## config.mk

```make
export PLATFORM = sky130hd
export DESIGN_NAME = ascii_number_literal_parser
export DESIGN_NICKNAME = d
export VERILOG_FILES = /design/src/hw/rtl/aclp_pkg.sv /design/src/hw/rtl/aclp_parse.sv /design/src/hw/rtl/aclp_out_reg.sv /design/src/hw/rtl/ascii_number_literal_parser.sv
export SDC_FILE = /design/constraint.sdc
export NUM_CORES = 1
export LEC_CHECK = 0
export BUFFER_PORTS_ARGS = -buffer_cell sky130_fd_sc_hd__buf_2
export CAP_MARGIN = 20
export CORE_UTILIZATION = 25
export DETAILED_ROUTE_END_ITERATION = 6
export PLACE_DENSITY = 0.39
export SLEW_MARGIN = 20
export SYNTH_ARGS = -nofsm -noshare
export SYNTH_HDL_FRONTEND = slang
export SYNTH_SLANG_ARGS = --single-unit
export TNS_END_PERCENT = 20
```

## constraint.sdc

```tcl
create_clock -name i_clk -period 5.45 [get_ports i_clk]
set_input_delay 0.2725 -clock i_clk [delete_from_list [all_inputs] [get_ports i_clk]]
set_output_delay 0.2725 -clock i_clk [all_outputs]
set_load 0.05 [all_outputs]
```

## src/hw/rtl/aclp_pkg.sv

```systemverilog
// aclp_pkg: shared types and constants for the ascii number literal parser
// holds status codes, character codes and the result record
// no dependencies; imported by every module of the block
package aclp_pkg;

    // accumulator width; the result keeps the low RESULT_BITS bits
    localparam int VALUE_BITS  = 32;
    localparam int RESULT_BITS = 32;
    localparam int LEN_BITS    = 8;
    localparam int CH_BITS     = 8;

    // result status codes
    typedef enum logic [2:0] {
        ST_OK         = 3'd0,
        ST_INCOMPLETE = 3'd1,
        ST_INVALID    = 3'd2,
        ST_SYMBOL     = 3'd3,
        ST_FLOAT      = 3'd4,
        ST_MASK       = 3'd5
    } t_status;

    // character codes
    localparam logic [CH_BITS-1:0] CH_TAB    = 8'h09;
    localparam logic [CH_BITS-1:0] CH_SPACE  = 8'h20;
    localparam logic [CH_BITS-1:0] CH_DOLLAR = 8'h24;
    localparam logic [CH_BITS-1:0] CH_QUOTE  = 8'h27;
    localparam logic [CH_BITS-1:0] CH_PLUS   = 8'h2B;
    localparam logic [CH_BITS-1:0] CH_MINUS  = 8'h2D;
    localparam logic [CH_BITS-1:0] CH_ZERO   = 8'h30;
    localparam logic [CH_BITS-1:0] CH_NINE   = 8'h39;
    localparam logic [CH_BITS-1:0] CH_A      = 8'h41;
    localparam logic [CH_BITS-1:0] CH_D      = 8'h44;
    localparam logic [CH_BITS-1:0] CH_F      = 8'h46;
    localparam logic [CH_BITS-1:0] CH_M      = 8'h4D;
    localparam logic [CH_BITS-1:0] CH_X      = 8'h58;
    localparam logic [CH_BITS-1:0] CH_Z      = 8'h5A;
    localparam logic [CH_BITS-1:0] CH_CARET  = 8'h5E;
    localparam logic [CH_BITS-1:0] CH_UNDER  = 8'h5F;

    // one finished text
    typedef struct packed {
        logic [LEN_BITS-1:0]    length;
        t_status                status;
        logic [RESULT_BITS-1:0] value;
    } t_result;

endpackage

```

## src/hw/rtl/aclp_parse.sv

```systemverilog
// aclp_parse: per-character parser state and its one-step update
// consumes one registered character per enabled cycle, emits the text result
// depends on aclp_pkg
module aclp_parse
    import aclp_pkg::*;
(
    input  logic                i_clk,
    input  logic                i_rst_n,
    input  logic                i_go,
    input  logic [CH_BITS-1:0]  i_ch,
    input  logic                i_last,
    input  logic                i_hex_default,
    output t_result             o_res
);

    typedef enum logic [2:0] {
        PH_FRESH,
        PH_HSTART,
        PH_DSTART,
        PH_DAFTERD,
        PH_HDIG,
        PH_DDIG
    } t_phase;

    typedef enum logic [1:0] {
        SG_NONE,
        SG_PLUS,
        SG_MINUS
    } t_sign;

    // saturating length counter add
    function automatic logic [LEN_BITS-1:0] sat_add(input logic [LEN_BITS-1:0] a,
                                                    input logic [1:0] b);
        logic [LEN_BITS:0] s;
        s = {1'b0, a} + {{(LEN_BITS-1){1'b0}}, b};
        sat_add = s[LEN_BITS] ? {LEN_BITS{1'b1}} : s[LEN_BITS-1:0];
    endfunction

    // multiply by ten as two shifts and an add
    function automatic logic [VALUE_BITS-1:0] mul10(input logic [VALUE_BITS-1:0] a);
        mul10 = {a[VALUE_BITS-4:0], 3'b000} + {a[VALUE_BITS-2:0], 1'b0};
    endfunction

    t_phase                 r_phase, n_phase;
    logic [VALUE_BITS-1:0]  r_acc, n_acc;
    logic [VALUE_BITS-1:0]  r_nacc, n_nacc;   // running negated copy of the accumulator
    t_sign                  r_neg, n_neg;
    logic                   r_dseen, n_dseen;
    logic [LEN_BITS-1:0]    r_cons, n_cons;
    logic                   r_held, n_held;
    logic                   r_held_caret, n_held_caret;
    logic                   r_fin, n_fin;
    t_status                r_fin_status, n_fin_status;
    logic [VALUE_BITS-1:0]  r_fin_value, n_fin_value;

    // character classes
    logic                   c_blank, c_dec, c_hexl, c_sym;
    logic [3:0]             c_hex_val;

    assign c_blank   = (i_ch == CH_SPACE) || (i_ch == CH_TAB);
    assign c_dec     = (i_ch >= CH_ZERO) && (i_ch <= CH_NINE);
    assign c_hexl    = (i_ch >= CH_A) && (i_ch <= CH_F);
    assign c_sym     = ((i_ch >= CH_A) && (i_ch <= CH_Z)) || (i_ch == CH_UNDER)
                       || (i_ch == CH_DOLLAR) || (i_ch == CH_QUOTE);
    assign c_hex_val = c_dec ? i_ch[3:0] : 4'(i_ch[3:0] + 4'd9);

    // one parser step plus end-of-text resolution
    always_comb begin
        t_phase                ph0;
        t_phase                e_ph;
        t_sign                 e_neg;
        logic                  e_dseen;
        logic [1:0]            e_pre;
        logic                  do_dig;
        logic [1:0]            inc;
        logic [VALUE_BITS-1:0] dec_val;
        logic [VALUE_BITS-1:0] res_val;

        ph0          = (r_phase == PH_FRESH) ? (i_hex_default ? PH_HSTART : PH_DSTART)
                                             : r_phase;
        n_phase      = ph0;
        n_acc        = r_acc;
        n_nacc       = r_nacc;
        n_neg        = r_neg;
        n_dseen      = r_dseen;
        n_held       = r_held;
        n_held_caret = r_held_caret;
        n_fin        = r_fin;
        n_fin_status = r_fin_status;
        n_fin_value  = r_fin_value;
        e_ph         = ph0;
        e_neg        = r_neg;
        e_dseen      = r_dseen;
        e_pre        = 2'd0;
        do_dig       = 1'b0;
        inc          = 2'd0;
        dec_val      = '0;
        res_val      = '0;

        if (!r_fin) begin
            if (r_held) begin
                // resolve a pending caret or zero
                n_held = 1'b0;
                if (r_held_caret) begin
                    if (i_ch == CH_F) begin
                        inc          = 2'd2;
                        n_fin        = 1'b1;
                        n_fin_status = ST_FLOAT;
                        n_fin_value  = '0;
                    end else if (ph0 == PH_HSTART && i_ch == CH_D) begin
                        inc     = 2'd2;
                        n_phase = PH_DSTART;
                    end else if (ph0 == PH_HSTART && i_ch == CH_M) begin
                        inc          = 2'd2;
                        n_fin        = 1'b1;
                        n_fin_status = ST_MASK;
                        n_fin_value  = '0;
                    end else if (ph0 != PH_DAFTERD && i_ch == CH_X) begin
                        inc     = 2'd2;
                        n_phase = PH_HDIG;
                    end else if (ph0 == PH_DSTART && i_ch == CH_D) begin
                        inc     = 2'd2;
                        n_phase = PH_DAFTERD;
                    end else begin
                        n_fin        = 1'b1;
                        n_fin_status = ST_INVALID;
                        n_fin_value  = '0;
                    end
                end else if (i_ch == CH_X) begin
                    inc     = 2'd2;
                    n_phase = PH_HDIG;
                end else begin
                    // the held zero counts as a first digit
                    do_dig  = 1'b1;
                    e_ph    = (ph0 == PH_HSTART) ? PH_HDIG : PH_DDIG;
                    e_dseen = 1'b1;
                    e_neg   = (ph0 == PH_HSTART) ? r_neg : SG_PLUS;
                    e_pre   = 2'd1;
                end
            end else if (ph0 == PH_HDIG || ph0 == PH_DDIG) begin
                do_dig = 1'b1;
            end else begin
                // start of literal
                if (ph0 != PH_DAFTERD && c_blank) begin
                    inc = 2'd1;
                end else if (i_ch == CH_CARET) begin
                    n_held       = 1'b1;
                    n_held_caret = 1'b1;
                end else if (i_ch == CH_ZERO && ph0 != PH_DAFTERD) begin
                    n_held       = 1'b1;
                    n_held_caret = 1'b0;
                end else if (c_sym) begin
                    n_fin        = 1'b1;
                    n_fin_status = ST_SYMBOL;
                    n_fin_value  = '0;
                end else begin
                    do_dig = 1'b1;
                    e_ph   = (ph0 == PH_HSTART) ? PH_HDIG : PH_DDIG;
                end
            end
        end

        // digit handling on the effective state
        if (do_dig) begin
            n_phase = e_ph;
            n_neg   = e_neg;
            n_dseen = e_dseen;
            inc     = e_pre;
            dec_val = (e_neg == SG_MINUS) ? r_nacc : r_acc;
            if (e_ph == PH_HDIG) begin
                if (c_dec || c_hexl) begin
                    n_acc   = {r_acc[VALUE_BITS-5:0], c_hex_val};
                    n_dseen = 1'b1;
                    inc     = 2'(e_pre + 2'd1);
                end else begin
                    n_fin        = 1'b1;
                    n_fin_status = e_dseen ? ST_OK : ST_INVALID;
                    n_fin_value  = r_acc;
                end
            end else if (i_ch == CH_PLUS || i_ch == CH_MINUS) begin
                if (e_neg != SG_NONE) begin
                    n_fin        = 1'b1;
                    n_fin_status = e_dseen ? ST_OK : ST_INVALID;
                    n_fin_value  = dec_val;
                end else begin
                    n_neg = (i_ch == CH_MINUS) ? SG_MINUS : SG_PLUS;
                    inc   = 2'(e_pre + 2'd1);
                end
            end else if (c_dec) begin
                if (e_neg == SG_NONE)
                    n_neg = SG_PLUS;
                n_acc   = mul10(r_acc) + VALUE_BITS'(i_ch[3:0]);
                n_nacc  = mul10(r_nacc) - VALUE_BITS'(i_ch[3:0]);
                n_dseen = 1'b1;
                inc     = 2'(e_pre + 2'd1);
            end else begin
                n_fin        = 1'b1;
                n_fin_status = e_dseen ? ST_OK : ST_INVALID;
                n_fin_value  = dec_val;
            end
        end

        n_cons = sat_add(r_cons, inc);

        // end of text resolution for the result
        o_res.length = n_cons;
        if (n_fin) begin
            o_res.status = n_fin_status;
            res_val      = n_fin_value;
        end else if (n_held) begin
            if (n_held_caret) begin
                o_res.status = ST_INVALID;
            end else begin
                o_res.status = ST_OK;
                o_res.length = sat_add(n_cons, 2'd1);
            end
        end else begin
            case (n_phase)
                PH_HSTART: o_res.status = ST_INCOMPLETE;
                PH_HDIG: begin
                    o_res.status = n_dseen ? ST_OK : ST_INVALID;
                    res_val      = n_acc;
                end
                PH_DDIG: begin
                    o_res.status = n_dseen ? ST_OK : ST_INVALID;
                    res_val      = (n_neg == SG_MINUS) ? n_nacc : n_acc;
                end
                default: o_res.status = ST_INVALID;
            endcase
        end
        o_res.value = RESULT_BITS'(res_val);
    end

    // parser state, cleared at the end of every text
    always_ff @(posedge i_clk) begin
        if (!i_rst_n || (i_go && i_last)) begin
            r_phase      <= PH_FRESH;
            r_acc        <= '0;
            r_nacc       <= '0;
            r_neg        <= SG_NONE;
            r_dseen      <= 1'b0;
            r_cons       <= '0;
            r_held       <= 1'b0;
            r_held_caret <= 1'b0;
            r_fin        <= 1'b0;
            r_fin_status <= ST_OK;
            r_fin_value  <= '0;
        end else if (i_go) begin
            r_phase      <= n_phase;
            r_acc        <= n_acc;
            r_nacc       <= n_nacc;
            r_neg        <= n_neg;
            r_dseen      <= n_dseen;
            r_cons       <= n_cons;
            r_held       <= n_held;
            r_held_caret <= n_held_caret;
            r_fin        <= n_fin;
            r_fin_status <= n_fin_status;
            r_fin_value  <= n_fin_value;
        end
    end

endmodule

```

## src/hw/rtl/aclp_out_reg.sv

```systemverilog
// aclp_out_reg: result register on the master side of the stream
// holds one finished result until the downstream side takes it
// depends on aclp_pkg
module aclp_out_reg
    import aclp_pkg::*;
(
    input  logic    i_clk,
    input  logic    i_rst_n,
    input  logic    i_load,
    input  t_result i_res,
    input  logic    i_ready,
    output logic    o_valid,
    output t_result o_res
);

    logic    r_valid;
    t_result r_res;

    // valid flag: set on load, cleared when the request is taken
    always_ff @(posedge i_clk) begin
        if (!i_rst_n)
            r_valid <= 1'b0;
        else if (i_load)
            r_valid <= 1'b1;
        else if (i_ready)
            r_valid <= 1'b0;
    end

    // payload
    always_ff @(posedge i_clk) begin
        if (i_load)
            r_res <= i_res;
    end

    assign o_valid = r_valid;
    assign o_res   = r_res;

endmodule

```

## src/hw/rtl/ascii_number_literal_parser.sv

```systemverilog
// ascii_number_literal_parser: top level of the ascii number literal parser
// input register, parser step, result register and the radix register
// depends on aclp_pkg, aclp_parse, aclp_out_reg
//
//  channel   | direction | signals                          | carries
//  ----------+-----------+----------------------------------+---------------------------
//  s_axis    | in        | tvalid tready tdata[7:0] tlast   | one character, end of text
//  m_axis    | out       | tvalid tready tdata[47:0]        | value, status, length
//  cfg       | in        | valid ready data[0]              | default radix, 1 = hex
//
// a character is taken every cycle unless a last one waits; one step is one parser pass
// a result is registered when its last character leaves the input register
// reset (synchronous, active low) returns to hex radix and an empty text
// a stalled result holds back only a last character; other characters keep flowing
module ascii_number_literal_parser
    import aclp_pkg::*;
(
    input  logic        i_clk,
    input  logic        i_rst_n,
    // character stream
    input  logic        i_s_axis_tvalid,
    output logic        o_s_axis_tready,
    input  logic [7:0]  i_s_axis_tdata,   // [7:0] ch
    input  logic        i_s_axis_tlast,
    // results
    output logic        o_m_axis_tvalid,
    input  logic        i_m_axis_tready,
    output logic [47:0] o_m_axis_tdata,   // [31:0] value, [34:32] status, [42:35] length
    // configuration
    input  logic        i_cfg_valid,
    output logic        o_cfg_ready,
    input  logic        i_cfg_data
);

    logic               r_in_valid;
    logic [CH_BITS-1:0] r_in_ch;
    logic               r_in_last;
    logic               r_hex_default;
    logic               out_free;
    logic               step_go;
    t_result            step_res;
    t_result            out_res;

    // radix register
    assign o_cfg_ready = 1'b1;
    always_ff @(posedge i_clk) begin
        if (!i_rst_n)
            r_hex_default <= 1'b1;
        else if (i_cfg_valid)
            r_hex_default <= i_cfg_data;
    end

    // flow control between input register, parser and result register
    assign out_free        = !o_m_axis_tvalid || i_m_axis_tready;
    assign step_go         = r_in_valid && (!r_in_last || out_free);
    assign o_s_axis_tready = !r_in_valid || step_go;

    // input register
    always_ff @(posedge i_clk) begin
        if (!i_rst_n)
            r_in_valid <= 1'b0;
        else if (i_s_axis_tvalid && o_s_axis_tready)
            r_in_valid <= 1'b1;
        else if (step_go)
            r_in_valid <= 1'b0;
    end

    always_ff @(posedge i_clk) begin
        if (i_s_axis_tvalid && o_s_axis_tready) begin
            r_in_ch   <= i_s_axis_tdata;
            r_in_last <= i_s_axis_tlast;
        end
    end

    // parser step
    aclp_parse u_parse (
        .i_clk         (i_clk),
        .i_rst_n       (i_rst_n),
        .i_go          (step_go),
        .i_ch          (r_in_ch),
        .i_last        (r_in_last),
        .i_hex_default (r_hex_default),
        .o_res         (step_res)
    );

    // result register
    aclp_out_reg u_out (
        .i_clk   (i_clk),
        .i_rst_n (i_rst_n),
        .i_load  (step_go && r_in_last),
        .i_res   (step_res),
        .i_ready (i_m_axis_tready),
        .o_valid (o_m_axis_tvalid),
        .o_res   (out_res)
    );

    assign o_m_axis_tdata = {5'd0, out_res.length, out_res.status, out_res.value};

    // a new result only follows a last character leaving the input register
    a_result_from_last: assert property (@(posedge i_clk) disable iff (!i_rst_n)
        $rose(o_m_axis_tvalid) |-> $past(step_go && r_in_last))
        else $error("result without a last character");

    // input side only stalls while a character is held
    a_stall_needs_item: assert property (@(posedge i_clk) disable iff (!i_rst_n)
        !o_s_axis_tready |-> r_in_valid)
        else $error("input stalled with empty input register");

    // a last character never overwrites a pending result
    a_no_overwrite: assert property (@(posedge i_clk) disable iff (!i_rst_n)
        (step_go && r_in_last) |-> (!o_m_axis_tvalid || i_m_axis_tready))
        else $error("result register overwritten");

    // status code stays within the defined set
    a_status_range: assert property (@(posedge i_clk) disable iff (!i_rst_n)
        o_m_axis_tvalid |-> (out_res.status == ST_OK || out_res.status == ST_INCOMPLETE
                             || out_res.status == ST_INVALID || out_res.status == ST_SYMBOL
                             || out_res.status == ST_FLOAT || out_res.status == ST_MASK))
        else $error("undefined status code");

endmodule

```

==> results of run 1 <==
cells in the final DEF, fill, tap and decap left out, drive strengths merged, types with 19 or more instances in the layout:
master	netlist	layout
mux2i	39	39
a31oi	24	24
inv	108	109
buf	23	118
o22ai	28	28
o211ai	21	21
clkbuf	67	21
a22oi	31	31
edfxtp	52	52
nor3	28	28
dfxtp	119	119
ha	127	127
a21oi	160	160
xnor2	32	32
nand3	24	24
xor2	22	22
nor2	234	234
nand2	172	172
a211oi	46	46
nand2b	20	20
o21ai	115	115
a21o	19	19
cell families (layout without fill, tap and decap cells):
family / Yosys count / count (layout) / share of synthesized area (%)
AND/OR/NAND/NOR: 563 / 563 / 18.7
AO/OA/AOI/OAI: 547 / 547 / 26.3
buffers and inverters: 199 / 272 / 6.13
flip-flops: 171 / 171 / 29.5
adder cells (fa/ha/maj): 132 / 132 / 12.6
XOR/XNOR: 54 / 54 / 3.53
multiplexers: 42 / 42 / 3.17
other: 2 / 6 / 0.0561
area by class of cell:
type	count	area (sq um)
Tap cell	688	861
Clock buffer	20	437
Multi-Input combinational cell	1344	8740
Sequential cell	171	3940
Clock inverter	12	100
Fill cell	5742	37400
Timing Repair Buffer	131	878
Inverter	109	409
per-layer routing:
layer / global-route usage, % / share of wire (%) / vias up
met1: 27.0 / 49 / 6199
met4: 7.17 / 2.5 / 0
met3: 2.69 / 3.8 / 55
met5: 0 / 0 / -
li1: - / - / 6311
met2: 30.3 / 45 / 296
flip-flops by register name (all words and copies together), names as in the netlist:
| name | cells |
|---|---|
| u_parse.r_held | 1 |
| u_parse.r_nacc | 32 |
| u_parse.r_neg | 2 |
| r_in_valid | 1 |
| u_parse.r_dseen | 1 |
| u_parse.r_fin | 1 |
| r_in_last | 1 |
| u_parse.r_held_caret | 1 |
| u_out.o_res | 43 |
| u_parse.r_fin_value | 32 |
| r_in_ch | 8 |
| r_hex_default | 1 |
| u_parse.r_fin_status | 3 |
| u_parse.r_phase | 3 |
| u_parse.r_acc | 32 |
| u_parse.r_cons | 8 |
| u_out.o_valid | 1 |
worst max path at each step:
stage / startpoint / to / slack [ns] / depth (start not counted)
final: r_in_ch[6] / u_out.o_res[41] / 0.33 / 24
after detailed placement: r_in_ch[1] / u_out.o_res[41] / 0.14 / 23
after floorplan: r_in_ch[1] / u_out.o_res[41] / 0.08 / 27
after CTS: r_in_ch[1] / u_out.o_res[41] / 0.09 / 23
after global routing: r_in_ch[6] / u_out.o_res[41] / 0.01 / 24
after global placement: r_in_ch[1] / u_out.o_res[41] / 0.26 / 23
synthesized netlist by cell type, types with 9 or more instances:
cell | number | area [sq um]
nand3_1 | 24 | 120
o22ai_1 | 27 | 169
nand2b_1 | 20 | 125
xnor2_1 | 32 | 280
o21ai_0 | 106 | 531
a22oi_1 | 31 | 233
o211ai_1 | 20 | 150
buf_4 | 10 | 75.1
nor2_1 | 234 | 878
a21o_1 | 19 | 143
inv_1 | 108 | 405
o21a_1 | 15 | 113
o21ai_1 | 9 | 45.0
mux2i_1 | 39 | 390
a21oi_1 | 158 | 791
xor2_1 | 22 | 193
a22o_1 | 10 | 87.6
clkbuf_1 | 67 | 251
and3_1 | 10 | 62.6
nor3_1 | 28 | 140
ha_1 | 127 | 1590
dfxtp_1 | 119 | 2380
a31oi_1 | 24 | 150
a211oi_1 | 45 | 338
nor2b_1 | 15 | 93.8
edfxtp_1 | 52 | 1560
nand2_1 | 172 | 646
power groups by stage:
stage               clock network, uW  logic (uW)  registers, uW
detailed placement                  0        1240           1440
floorplan                           0         781           1460
finish                           1210        1270           1420
CTS                              1260        1260           1420
global placement                    0        1240           1440
global route                     1290        1390           1420
stage by stage:
step	hold slack (ns)	setup WS [ns]	total power, uW	cell area (sq um)
after detailed placement	0.458	0.138	2690	14600
after global placement	0.452	0.265	2690	14600
after global routing	0.0391	0.0107	4100	15400
after CTS	0.0143	0.0928	3930	15300
after floorplan	0.334	0.0841	2240	13400
final	0.0551	0.326	3900	15400
tightest hold or removal path: stages:
cell and delay, ns:
buf_2 0.09, inv_1 0.06, a21boi_0 0.07
timing repair:
| item | 4_1_cts | 5_1_grt |
|---|---|---|
| hold buffers | 12 | 0 |
| endpoints found under the hold margin | 10 | 0 |
| endpoints found under the setup margin | 0 | 6 |
| gates resized for setup | 0 | 13 |
| setup buffers | 0 | 4 |
==> impl_results.md, run 1 <==
- Row cnt: 84
- IO buf count: 59
- Power per cell area: between 200 and 300 nW/um^2
- R2R Setup Slk: between 0.3 and 0.4 ns
- Die area: 54400 sq um
- Hold Startpoint: i_s_axis_tvalid
- Pin slew with the least headroom to its limit: 1.02 ns
- Failing checks: DRC
- Clock Sink Count: 171
- Residual DRC: 12
- Clk buf depth: 2
- Hold depth: 3
- Vias in the first global route: 12.4k
- Syn Inst Count: 1710
- Worst path required time: ~5.7 ns
- Share of cells above drive strength 1: 10.2%
- Switching power total: roughly 1500 uW
- Synth Warn #: 0
- GRT Resource Usage Total: 19.4%
- DR vias: 12.9k
- Worst Setup Start Kind: flip-flop
- Layout Cells excl Fill: 2475
- Status: finished with violations
- Reg2Reg Depth: 24
- CP most frequent cell: inv_1
- Layout area overhead: 14.9%
- CTS tree: yes
- Max Slew Vio Count: 0
- FMAX: just under 200 MHz
- CP delay by family, top: simple AND/OR/NAND/NOR gates
- Synthesized flop and latch total: between 150 and 200
- Worst Skew: 0.0167 ns
- H-tree depth: 4
- Drt total wl: 51900 um
- Largest net degree at the start of global routing: 75
- Critical Path Sink Type: flip-flop
- Clk pwr share: 31.1%
- Logic pwr share: 32.6%
- Worst Hold End: r_in_valid
- Lkg Pwr: 0.00627 uW
- Max incr delay on CP: roughly 0.52 ns
- Setup tns final: 0 ns
- Sw Ratio: 38.2%
- Critical path class: reg2reg
- Placed Cells: 2426
- Num ports: 66
- Final period util: 94.0%
- Ys flop type: dfxtp_1
- Initial antenna violation count: 0
- Number of diodes: 0
- Nets: just under 2k
- Max IR drop VDD: between 0.2 and 0.3 mV
- Register area share after synthesis: 29.5%
- Max-cap viol count: 0
- Reg-to-Reg End: u_out.o_res[41]
- Async set-or-reset flop fraction in the synthesized netlist: 0%
- Skew-Pair Late Insertion Delay: 0.50 ns
- CP Cell Sequence: and4bb_2 > and3_1 > or3_1 > inv_1 > nand2_1 > nand2b_1 > nor2_1 > ha_1 > mux2i_1 > nor2_1 > a21oi_1 > o21ai_2 > ha_2 > fa_2 > inv_1 > nor4_4 > nor2_2 > inv_1 > ha_1 > nand2_1 > nor4_4 > nor2b_2 > nand3_1 > o21a_1
- Critical path peak fanout: 8
- Final setup violation count: 0
- DRT Pass-1 Iters: 7
- Post-Route Utilization: 29.1%
- CTS clk-pin slew, worst paths: 0.07 ns
- Final min period: 5.12 ns
- Post-synth EDFFs: 52
- Die Y: 233 um
- P_int: 2410 uW
- HPWL Detailed: approximately 38000 um
- First-pass GRT wire length: 78200 um
- Antenna-violating nets left: 0
- Arrival time worst endpoint: around 5.4 ns
- Slowest cell on the critical path: edfxtp_1
- Mapped Area: 13400 sq um
- Final hold vios: 0
- Buffers plus inverters on the worst setup path: 3
- Seq pwr share: 36.3%
- Synth cell types: 85
- Worst r2r src: r_in_ch[6]
- Mean Syn Cell Area: 7.82 sq um
- Clock root buffer: clkbuf_16
- Slew Limit Headroom: between 30 and 40%
- CTS buffer count: 17
- Starting Density: 25.4%
- Initial DRC count: 974
- Vias per cell: approximately 5.2
- Worst Hold Class: in2reg
- WL/cell: 21.0 um
- Die X: 233 um
- Core area: 52800 sq um
- RSZ-0062 raised after global routing: no
- GRT Residual Overflow: 0
- Routability cong.: 0.844
No activity file was read; power rests on OpenSTA's default activity.
==> inputs of run 2 (changes only) <==
Settings changed: BUFFER_PORTS_ARGS -buffer_cell sky130_fd_sc_hd__buf_2 to -buffer_cell sky130_fd_sc_hd__clkbuf_2.
==> impl_results.md, run 2 (synthesis results as in run 1) <==
- Routability cong.: 0.838
- Critical path class: reg2reg
- Clk buf depth: 2
- Share of cells above drive strength 1: 10.7%
- Max incr delay on CP: 0.50 ns
- Final min period: 5.13 ns
- Fin area: 15500 sq um
- Critical Path Sink Type: flip-flop
- Layout area overhead: 15.8%
- Worst Skew: 0.0157 ns
- Vias per cell: between 5 and 6
- Clock Sink Count: between 150 and 200
- Slowest cell on the critical path: edfxtp_1
- CTS tree: yes
- H-tree depth: 4
- CP Cell Sequence: and4bb_2 > and3_1 > or3_1 > inv_1 > nand2_1 > nand2b_1 > nor2_1 > ha_1 > mux2i_1 > nor2_1 > a21oi_1 > o21ai_2 > ha_2 > fa_2 > inv_1 > nor4_4 > nor2_2 > inv_1 > ha_1 > nand2_1 > nor4_4 > nor2b_2 > nand3_1 > o21a_1
- Slew Limit Headroom: a little under a third
- CTS clk-pin slew, worst paths: 0.08 ns
- Drt total wl: 51600 um
- Row cnt: 84
- DR vias: about 13k
- Switching power total: 1510 uW
- Clock root buffer: clkbuf_16
- FMAX: 195 MHz
- Most common cell after layout, fill and taps aside: nor2_1
- Die area: 54400 sq um
- Core area: 52800 sq um
- Sw Ratio: 37.5%
- P_int: 2520 uW
- RSZ-0062 raised after global routing: no
- Antenna-violating nets left: 0
- IO buf count: between 50 and 60
- Max-cap viol count: 0
- Final period util: around 94%
- HPWL Detailed: 37900 um
- Initial antenna violation count: 2
- Residual DRC: 12
- Post-DP Area: 14600 sq um
- DRT Pass-1 Iters: 7
- Vias in the first global route: ~12k
- Max Slew Vio Count: 0
- Final hold vios: 0
- Largest net degree at the start of global routing: 77
- Total power: 4020 uW
- Worst Hold Class: in2reg
- Max reg flops: 43
- Status: finished with violations
- Lkg Pwr: 0.00634 uW
- Num ports: 66
- CP most frequent cell: inv_1
- Max IR drop VDD: 0.255 mV
- Arrival time worst endpoint: 5.38 ns
- Skew-Pair Late Insertion Delay: 0.50 ns
- WL/cell: just over 20 um
- Starting Density: between 20% and 30%
- Power per cell area: 260 nW/um^2
- Worst path required time: 5.71 ns
- Failing checks: DRC
- CTS buffer count: 17
- Clk pwr share: between 30% and 40%
- Number of diodes: 0
- GRT Resource Usage Total: between 10% and 20%
- Die X: 233 um
- R2R Setup Slk: 0.32 ns
- Pin slew with the least headroom to its limit: 1.05 ns
- Logic pwr share: 31.6%
- First-pass GRT wire length: 78100 um
- Seq pwr share: 35.2%
- Critical path peak fanout: 8
- Final setup violation count: 0
- GRT Residual Overflow: 0
- Most frequent cells in the layout: 232 x nor2_1, 171 x nand2_1, 158 x a21oi_1, 126 x ha_1, 119 x dfxtp_1
- Initial DRC count: 985
- Die Y: 233 um
- Setup tns final: 0 ns
- Worst Setup Start Kind: flip-flop
- Nets: 1927
## run 2: changes by cell type in the layout (fill, tap and decap cells not counted), sizes merged
| cell | delta |
|---|---|
| dlygate4sd3 | +1 |
| clkinv | -2 |
| clkbuf | +56 |
| clkinvlp | -2 |
| buf | -54 |
| inv | +5 |
| bufinv | +2 |
## run 2: path summary, 6_finish.rpt
path,depth (start not counted),to,start
worst max-delay path,24,u_out.o_res[41],r_in_ch[4]
worst min-delay path,2,u_out.o_valid,i_rst_n
worst max register to register,24,u_out.o_res[41],r_in_ch[4]
worst min register to register,2,u_parse.r_fin_status[1],u_parse.r_fin_status[1]
## run 2: layer usage
metal | vias up | track usage, % | wire [um]
met5 | - | 0 | 0
met1 | 6242 | 26.6 | 25000
met3 | 41 | 3.20 | 2500
li1 | 6326 | - | -
met2 | 304 | 30.5 | 23200
met4 | 0 | 5.56 | 890
## run 2: final cells by class
type,count,area [sq um]
clock inverters,15,185
well taps,688,861
clock buffers,17,425
multi-input cells,1344,8730
fillers,5757,37300
repair buffers,137,938
flip-flops and latches,171,3940
inverters,109,409
## run 2: timing repair
item | 4_1_cts | 5_1_grt
hold buffers | 13 | 0
endpoints found under the hold margin | 11 | 0
gates resized for setup | 0 | 11
setup buffers | 0 | 9
endpoints found under the setup margin | 0 | 6
## run 2: per-stage QoR
step	setup WS, ns	instances	hold slack [ns]	utilization, %
after floorplan	0.0841	1714	0.334	-
after global placement	0.258	2426	0.450	27.7
after detailed placement	0.135	2426	0.454	27.7
after CTS	0.0829	2471	0.0343	29.1
after global routing	0.00198	2481	0.0573	29.4
final	0.322	2481	0.0747	29.4
## run 2: power by group through the flow
stage | Clock [uW] | Combinational, uW | Sequential (uW)
finish | 1340 | 1270 | 1420
global route | 1430 | 1390 | 1420
CTS | 1390 | 1260 | 1420
detailed placement | 0 | 1240 | 1440
global placement | 0 | 1250 | 1440
floorplan | 0 | 781 | 1460
## run 2: critical path, delay by kind of cell, from the launching register on
family / cells / cell delay [ns]
compound gates: 3 / 0.35
fa+ha+maj: 4 / 0.90
buf+inv: 3 / 0.40
flops: 1 / 0.50
mux: 1 / 0.06
simple gates: 13 / 2.66
